[config.mk]
export PLATFORM = sky130hd
export DESIGN_NAME = seenby_address_list_parser_top
export DESIGN_NICKNAME = d
export VERILOG_FILES = /design/src/sv/salp_pkg.sv /design/src/sv/seenby_address_list_parser_top.sv /design/src/sv/salp_front.sv /design/src/sv/salp_back.sv
export SDC_FILE = /design/constraint.sdc
export NUM_CORES = 1
export LEC_CHECK = 0
export BUFFER_PORTS_ARGS = -buffer_cell sky130_fd_sc_hd__buf_2
export CAP_MARGIN = 20
export CORE_MARGIN = 2
export CORE_UTILIZATION = 54
export DETAILED_ROUTE_END_ITERATION = 10
export GPL_ROUTABILITY_DRIVEN = 0
export PLACE_DENSITY_LB_ADDON = 0.08
export SYNTH_ARGS = -nofsm -noshare
export SYNTH_HDL_FRONTEND = slang
export SYNTH_SLANG_ARGS = --single-unit
[constraint.sdc]
create_clock -name i_clk -period 5.9 [get_ports i_clk]
set_input_delay 1.77 -clock i_clk [delete_from_list [all_inputs] [get_ports i_clk]]
set_output_delay 1.77 -clock i_clk [all_outputs]
set_load 0.1 [all_outputs]
[src/sv/salp_pkg.sv]
`default_nettype none
package salp_pkg;

    // Width of a saturated magnitude, and of a signed part value.
    localparam int NUM_W = 16;
    localparam int VAL_W = NUM_W + 1;
    // Width of the result ports.
    localparam int OUT_W = 17;
    // Largest magnitude a part can reach.
    localparam logic [NUM_W-1:0] MAG_MAX = {NUM_W{1'b1}};

    localparam logic [7:0] CH_SPACE = 8'h20;
    localparam logic [7:0] CH_SLASH = 8'h2f;
    localparam logic [7:0] CH_PLUS  = 8'h2b;
    localparam logic [7:0] CH_MINUS = 8'h2d;
    localparam logic [7:0] CH_ZERO  = 8'h30;
    localparam logic [7:0] CH_NINE  = 8'h39;
    localparam logic [7:0] CH_TAB   = 8'h09;
    localparam logic [7:0] CH_CR    = 8'h0d;

    typedef enum logic [1:0] {
        PH_LEAD   = 2'd0,
        PH_SIGN   = 2'd1,
        PH_DIGITS = 2'd2,
        PH_DONE   = 2'd3
    } t_phase;

    // Classified input word handed from the front to the back.
    typedef struct packed {
        logic       is_space;
        logic       is_slash;
        logic       is_ws;
        logic       is_sign;
        logic       is_minus;
        logic       is_digit;
        logic [3:0] digit;
        logic       eot;
    } t_cls;

    // Result word held in the output queue.
    typedef struct packed {
        logic [OUT_W-1:0] net;
        logic [OUT_W-1:0] node;
        logic             has_address;
        logic             text_done;
    } t_res;

    function automatic logic [VAL_W-1:0] apply_sign(input logic [VAL_W-1:0] mag,
                                                   input logic neg);
        logic [VAL_W-1:0] res;
        res = neg ? (~mag + {{(VAL_W-1){1'b0}}, 1'b1}) : mag;
        return res;
    endfunction

endpackage
`default_nettype wire

[src/sv/seenby_address_list_parser_top.sv]
// Path: a pushed word is registered in the front queue, and its result is
// registered in the output queue, whose head drives the result ports.
// Throughput: one word per cycle, sustained, in both directions, while the receiver pops and neither queue fills.
// Reset: i_rst_n is synchronous and active low; it empties both queues and
// returns the parse state, including the remembered network, to zero.
`default_nettype none
module seenby_address_list_parser_top
    import salp_pkg::*;
(
    input  wire logic              i_clk,
    input  wire logic              i_rst_n,
    input  wire logic              push,
    output logic                   full,
    input  wire logic [7:0]        i_text_byte,
    input  wire logic              i_end_of_text,
    output logic                   empty,
    input  wire logic              pop,
    output logic signed [OUT_W-1:0] o_net_number,
    output logic signed [OUT_W-1:0] o_node_number,
    output logic                   o_has_address,
    output logic                   o_text_done
);

    // The front classifies each character into a short word of flags (space,
    // slash, white space, sign, digit) and parks it in a two-entry queue. The
    // back drains that queue one word per cycle while its output queue has room, runs the token and number
    // parser, and writes any result word into its own two-entry output queue.
    // Either side can stall without stopping the other for up to two words.

    t_cls cls;
    logic cls_valid;
    logic cls_ready;
    t_res res;

    salp_front u_front (
        .i_clk         (i_clk),
        .i_rst_n       (i_rst_n),
        .i_push        (push),
        .o_full        (full),
        .i_text_byte   (i_text_byte),
        .i_end_of_text (i_end_of_text),
        .o_cls_valid   (cls_valid),
        .o_cls         (cls),
        .i_cls_ready   (cls_ready)
    );

    salp_back u_back (
        .i_clk       (i_clk),
        .i_rst_n     (i_rst_n),
        .i_cls_valid (cls_valid),
        .i_cls       (cls),
        .o_cls_ready (cls_ready),
        .o_empty     (empty),
        .o_res       (res),
        .i_pop       (pop)
    );

    // Results come straight from the output queue head.
    assign o_net_number  = res.net;
    assign o_node_number = res.node;
    assign o_has_address = res.has_address;
    assign o_text_done   = res.text_done;

endmodule
`default_nettype wire

[src/sv/salp_front.sv]
`default_nettype none
module salp_front
    import salp_pkg::*;
(
    input  wire logic       i_clk,
    input  wire logic       i_rst_n,
    input  wire logic       i_push,
    output logic            o_full,
    input  wire logic [7:0] i_text_byte,
    input  wire logic       i_end_of_text,
    output logic            o_cls_valid,
    output t_cls            o_cls,
    input  wire logic       i_cls_ready
);

    // Two-entry queue of classified words.
    t_cls       r_q [2];
    logic       r_wr;
    logic       r_rd;
    logic [1:0] r_cnt;
    logic       n_wr;
    logic       n_rd;
    logic [1:0] n_cnt;
    logic       push_ok;
    logic       pop_ok;
    t_cls       cls;

    always_comb begin
        cls          = '0;
        cls.is_space = (i_text_byte == CH_SPACE);
        cls.is_slash = (i_text_byte == CH_SLASH);
        cls.is_ws    = (i_text_byte >= CH_TAB) && (i_text_byte <= CH_CR);
        cls.is_sign  = (i_text_byte == CH_PLUS) || (i_text_byte == CH_MINUS);
        cls.is_minus = (i_text_byte == CH_MINUS);
        cls.is_digit = (i_text_byte >= CH_ZERO) && (i_text_byte <= CH_NINE);
        cls.digit    = i_text_byte[3:0];
        cls.eot      = i_end_of_text;
    end

    assign o_full      = (r_cnt == 2'd2);
    assign o_cls_valid = (r_cnt != 2'd0);
    assign o_cls       = r_q[r_rd];
    assign push_ok     = i_push && !o_full;
    assign pop_ok      = o_cls_valid && i_cls_ready;

    always_comb begin
        n_wr  = push_ok ? !r_wr : r_wr;
        n_rd  = pop_ok ? !r_rd : r_rd;
        n_cnt = r_cnt + {1'b0, push_ok} - {1'b0, pop_ok};
    end

    always_ff @(posedge i_clk) begin
        if (!i_rst_n) begin
            r_wr  <= 1'b0;
            r_rd  <= 1'b0;
            r_cnt <= 2'd0;
        end else begin
            r_wr  <= n_wr;
            r_rd  <= n_rd;
            r_cnt <= n_cnt;
        end
    end

    always_ff @(posedge i_clk) begin
        if (push_ok) begin
            r_q[r_wr] <= cls;
        end
    end

endmodule
`default_nettype wire

[src/sv/salp_back.sv]
`default_nettype none
module salp_back
    import salp_pkg::*;
(
    input  wire logic i_clk,
    input  wire logic i_rst_n,
    input  wire logic i_cls_valid,
    input  wire t_cls i_cls,
    output logic      o_cls_ready,
    output logic      o_empty,
    output t_res      o_res,
    input  wire logic i_pop
);

    // Parse state.
    logic             r_token_open;
    logic             r_slash_seen;
    t_phase           r_phase;
    logic             r_neg;
    logic [VAL_W-1:0] r_first;
    logic [VAL_W-1:0] r_second;
    logic [VAL_W-1:0] r_rem_net;

    logic             n_token_open;
    logic             n_slash_seen;
    t_phase           n_phase;
    logic             n_neg;
    logic [VAL_W-1:0] n_first;
    logic [VAL_W-1:0] n_second;
    logic [VAL_W-1:0] n_rem_net;

    // Output queue.
    t_res       r_q [2];
    logic       r_wr;
    logic       r_rd;
    logic [1:0] r_cnt;

    logic             take;
    logic             close_now;
    logic             emit;
    logic [NUM_W-1:0] mag;
    logic [NUM_W+3:0] mag_next;
    logic [NUM_W-1:0] mag_sat;
    logic [VAL_W-1:0] close_net;
    logic [VAL_W-1:0] close_node;
    t_res             res;
    logic             pop_ok;

    assign o_cls_ready = (r_cnt != 2'd2);
    assign take        = i_cls_valid && o_cls_ready;
    assign o_empty     = (r_cnt == 2'd0);
    assign o_res       = r_q[r_rd];
    assign pop_ok      = i_pop && !o_empty;

    // Decimal accumulate with saturation on the part being read.
    always_comb begin
        mag      = r_slash_seen ? r_second[NUM_W-1:0] : r_first[NUM_W-1:0];
        mag_next = {1'b0, mag, 3'b000} + {3'b000, mag, 1'b0}
                 + {{NUM_W{1'b0}}, i_cls.digit};
        mag_sat  = (mag_next > {4'd0, MAG_MAX}) ? MAG_MAX : mag_next[NUM_W-1:0];
    end

    always_comb begin
        n_token_open = r_token_open;
        n_slash_seen = r_slash_seen;
        n_phase      = r_phase;
        n_neg        = r_neg;
        n_first      = r_first;
        n_second     = r_second;
        n_rem_net    = r_rem_net;
        close_net    = '0;
        close_node   = '0;
        close_now    = 1'b0;
        emit         = 1'b0;
        res          = '0;

        if (take) begin
            if (!i_cls.is_space) begin
                n_token_open = 1'b1;
                if (i_cls.is_slash && !r_slash_seen) begin
                    n_first      = apply_sign(r_first, r_neg);
                    n_slash_seen = 1'b1;
                    n_phase      = PH_LEAD;
                    n_neg        = 1'b0;
                    n_second     = '0;
                end else if (r_phase != PH_DONE) begin
                    if (i_cls.is_digit) begin
                        if (r_slash_seen) begin
                            n_second = {1'b0, mag_sat};
                        end else begin
                            n_first = {1'b0, mag_sat};
                        end
                        n_phase = PH_DIGITS;
                    end else if (i_cls.is_ws && r_phase == PH_LEAD) begin
                        n_phase = PH_LEAD;
                    end else if (i_cls.is_sign && r_phase == PH_LEAD) begin
                        n_neg   = i_cls.is_minus;
                        n_phase = PH_SIGN;
                    end else begin
                        n_phase = PH_DONE;
                    end
                end
            end

            close_now = i_cls.is_space ? r_token_open : i_cls.eot;

            if (n_slash_seen) begin
                close_net  = n_first;
                close_node = apply_sign(n_second, n_neg);
            end else begin
                close_net  = n_rem_net;
                close_node = apply_sign(n_first, n_neg);
            end

            if (close_now && n_slash_seen) begin
                n_rem_net = n_first;
            end

            if (close_now || i_cls.eot) begin
                n_token_open = 1'b0;
                n_slash_seen = 1'b0;
                n_phase      = PH_LEAD;
                n_neg        = 1'b0;
                n_first      = '0;
                n_second     = '0;
            end
            if (i_cls.eot) begin
                n_rem_net = '0;
            end

            emit            = close_now || i_cls.eot;
            res.net         = close_now ? OUT_W'(close_net) : '0;
            res.node        = close_now ? OUT_W'(close_node) : '0;
            res.has_address = close_now;
            res.text_done   = i_cls.eot;
        end
    end

    always_ff @(posedge i_clk) begin
        if (!i_rst_n) begin
            r_token_open <= 1'b0;
            r_slash_seen <= 1'b0;
            r_phase      <= PH_LEAD;
            r_neg        <= 1'b0;
            r_first      <= '0;
            r_second     <= '0;
            r_rem_net    <= '0;
            r_wr         <= 1'b0;
            r_rd         <= 1'b0;
            r_cnt        <= 2'd0;
        end else begin
            r_token_open <= n_token_open;
            r_slash_seen <= n_slash_seen;
            r_phase      <= n_phase;
            r_neg        <= n_neg;
            r_first      <= n_first;
            r_second     <= n_second;
            r_rem_net    <= n_rem_net;
            if (emit) begin
                r_wr <= !r_wr;
            end
            if (pop_ok) begin
                r_rd <= !r_rd;
            end
            r_cnt <= r_cnt + {1'b0, emit} - {1'b0, pop_ok};
        end
    end

    always_ff @(posedge i_clk) begin
        if (emit) begin
            r_q[r_wr] <= res;
        end
    end

endmodule
`default_nettype wire

==> impl_metrics.csv <==
group,metric,value,unit
outcome,status,"complete, no violations",
yosys,yosys_warnings,0,
setup_path,reg2reg_slack,370,ps
setup_path,path_cells,"buf_4 -> mux2_2 -> ha_1 -> ha_1 -> fa_1 -> a211oi_2 -> o21ai_1 -> a31oi_2 -> o21ai_1 -> xnor2_2 -> o211ai_4 -> nor2_1 -> nor2_1 -> a21oi_1 -> ha_2 -> nand2_1 -> a221o_1 -> nor4_2 -> nand2_1 -> o41ai_1 -> nand3_1",
final_layout,finalInstanceArea,0.01095,mm2
yosys,synth_most_common_cell,"nand2_1",
final_layout,area_growth_syn_to_layout,11.35,%
setup_path,cp-end-kind,"flop",
timing,finalSetupTns,0,ps
yosys,yosysTopAreaCell,"edfxtp_1",
placed_design,port_buffers,50,
final_layout,diodes,0,
route,vias,8052,
yosys,synth_top_area_share,28.70,%
yosys,synth-edff-count,94,
yosys,synth_fp_nets,1091,
power_and_ir_drop,peakVddDrop,376.7,uV
setup_path,cpMaxStageDelayCell,"fa_1",
clock_tree,holdBufCountCts,0,
setup_path,cpPeakStageDelay,440,ps
route,wl,26.06,mm
timing,worst_clock_skew,11.04,ps
timing,rsz0062_at_grt,"no",
clock_tree,clkTransAtPathRegs,70,ps
yosys,ys_seq_area_share,42.13,%
yosys,async_flop_share,0,%
yosys,yosys-top-cells-area,"edfxtp_1, dfxtp_1, mux2_2",
power_and_ir_drop,power_density,507.2,mW/mm2
grt,grt_max_degree,67,
final_layout,nets,1123,
setup_path,crit_path_max_fanout,13,
route,vias_per_cell,6.133,
floorplanning,fp.dieH,139.0,um
min_path,hp-start,"u_back.r_rem_net[13]",
yosys,synth.distinct_cells,74,
grt,grt_pass1_wl,41.25,mm
timing,setup_ws,368.7,ps
min_path,hp-class,"flop to flop",
route,ant_nets,0,
floorplanning,start_util,54.94,%
grt,grt_pass1_vias,7582,
timing,period_share,93.75,%
timing,slew_headroom,34.46,%
clock_tree,numCtsBuffers,17,
yosys,syn_area_per_cell,9.466,um2
clock_tree,root_buffer,"clkbuf_16",
final_layout,final_cells,1313,
placed_design,hpwlAfterDp,18.05,mm
route,wire_per_inst,19.85,um
yosys,ys_seq_elements,160,
min_path,min_to,"u_back.r_rem_net[13]",
timing,slew_violations,0,
final_layout,final_layout_size_suffix_gt1_share,17.62,%
floorplanning,fp.dieW,139.0,um
setup_path,reg2regPathDepth,21,
clock_tree,cts_tree,"built",
yosys,ys.flop_type,"edfxtp_1",
timing,fmax,180.8,MHz
timing,tightest_slew,979.4,ps
yosys,synth_common_cells,"nand2_1, edfxtp_1, nor2_1",
final_layout,final_util,61.18,%
clock_tree,post_cts_resized,0,
grt,antenna_found_initial,0,
timing,finalHoldViolations,0,
power_and_ir_drop,power.total,5.555,mW
route,drt_iter0_drc,730,
timing,period_minus_slack,5531,ps
placed_design,place_ws,257.1,ps
setup_path,cp.arrival,5680,ps
min_path,holdPathStages,2,
setup_path,cp-start-kind,"flop",
timing,hold-worst-slack,468.9,ps
clock_tree,cts_sinks,160,
clock_tree,worstSkewPairLatency,440,ps
floorplanning,core_area,0.01790,mm2
setup_path,worstReg2RegEnd,"u_back.r_q[0][18]",
clock_tree,cts_buffer_depth,2,
route,first_pass_iters,5,
floorplanning,dieArea,0.01931,mm2
grt,grt_overflow,0,
placed_design,detailed_place.area,0.01032,mm2
yosys,synth_cells,1039,
yosys,netlist_area,0.009836,mm2
clock_tree,cts_setup_buffers,0,
timing,setup_violations,0,
setup_path,required,6050,ps
floorplanning,rows,49,
floorplanning,ios,51,
route,drcViolationCount,0,
grt,grtUsageTotal,26.91,%
clock_tree,htreeDepth,4,
setup_path,critPathKind,"flop to flop",
power_and_ir_drop,p_leak,4.138,nW
placed_design,dp_cells,1281,
job,drv_cap,0,
-- worst max path at each step --
stage | startpoint | end | slack, ps | cells past startpoint
3_3_place_gp | u_back.r_slash_seen | u_back.r_q[0][18] | 450 | 20
2_1_floorplan | u_back.r_slash_seen | u_back.r_q[0][18] | 110 | 25
3_5_place_dp | u_back.r_slash_seen | u_back.r_q[1][18] | 260 | 20
5_1_grt | u_back.r_first[1] | u_back.r_q[0][18] | 30 | 21
6_report | flop | u_back.r_q[0][18] | 370 | 21
4_1_cts | u_back.r_slash_seen | u_back.r_q[0][18] | 220 | 20
-- area by class of cell --
| cell class | count | area (um2) |
|---|---|---|
| fill | 1570 | 6950 |
| multi-input combinational | 793 | 5363 |
| sequential | 160 | 4144 |
| timing repair buffer | 80 | 475.5 |
| clock buffer | 17 | 425.4 |
| tap | 229 | 286.5 |
| clock inverter | 15 | 186.4 |
| inverter | 19 | 71.32 |
-- per-layer routing --
| metal | global-route usage [%] | wire [um] |
|---|---|---|
| met4 | 8.719 | 513 |
| met3 | 4.178 | 1635 |
| met2 | 41.90 | 11790 |
| met1 | 38.74 | 12130 |
| met5 | 0 | 0 |
-- power breakdown --
part | switching [mW] | internal (mW)
Combinational | 2.17 | 0.764
Sequential | 0.0815 | 1.40
Clock | 0.525 | 0.611
-- registers in the layout, summed over array words and instances, names as in the netlist, named ones only --
signal	flops
u_front.r_q	22
u_back.r_neg	1
u_back.r_cnt	2
u_back.r_first	17
u_back.r_wr	1
u_back.r_second	17
u_back.r_rem_net	17
u_front.r_wr	1
u_front.r_cnt	2
u_back.r_phase	2
u_back.r_token_open	1
u_back.r_q	72
u_back.r_rd	1
u_front.r_rd	1
u_back.r_slash_seen	1
-- critical path: cells and delay by family, from the launching register on --
kind,cells,cell delay (ps)
flip-flops,1,360
AO/OA/AOI/OAI,8,1990
multiplexers,1,350
XOR/XNOR,1,230
buffers and inverters,1,220
AND/OR/NAND/NOR,6,1000
adder cells (fa/ha/maj),4,1090
-- layout by cell type (no fill, tap or decap), types with 7 or more instances in the layout --
cell type  count
nand2_1      112
edfxtp_1      94
nor2_1        82
a21oi_1       76
dfxtp_1       66
mux2_2        56
buf_2         50
o21ai_0       48
nor2b_1       47
a22oi_1       40
ha_1          36
xnor2_1       30
buf_4         30
nand3_1       24
xor2_1        20
inv_1         19
and2_1        18
clkbuf_16     17
mux2i_1       16
nor3_1        15
a211oi_1      12
a21o_1        11
o31ai_1       11
o22ai_1       10
o21a_1         9
o21ai_1        7
or4_1          7
or3_1          7
and3_1         7
nor4_1         7
o31a_1         7
-- kinds of logic (layout without fill, tap and decap cells) --
| family | after synthesis | after routing | share of synthesized area (%) |
|---|---|---|---|
| and+or+nand+nor | 350 | 350 | 17.35 |
| AOI/OAI and AO/OA | 281 | 281 | 19.09 |
| DFF | 160 | 160 | 42.13 |
| buffers and inverters | 86 | 131 | 3.651 |
| muxes | 72 | 72 | 8.040 |
| xor gates and xnor gates | 51 | 51 | 4.618 |
| adders and majority gates | 39 | 39 | 5.114 |
Note: power is estimated with default switching activity, not from simulation.
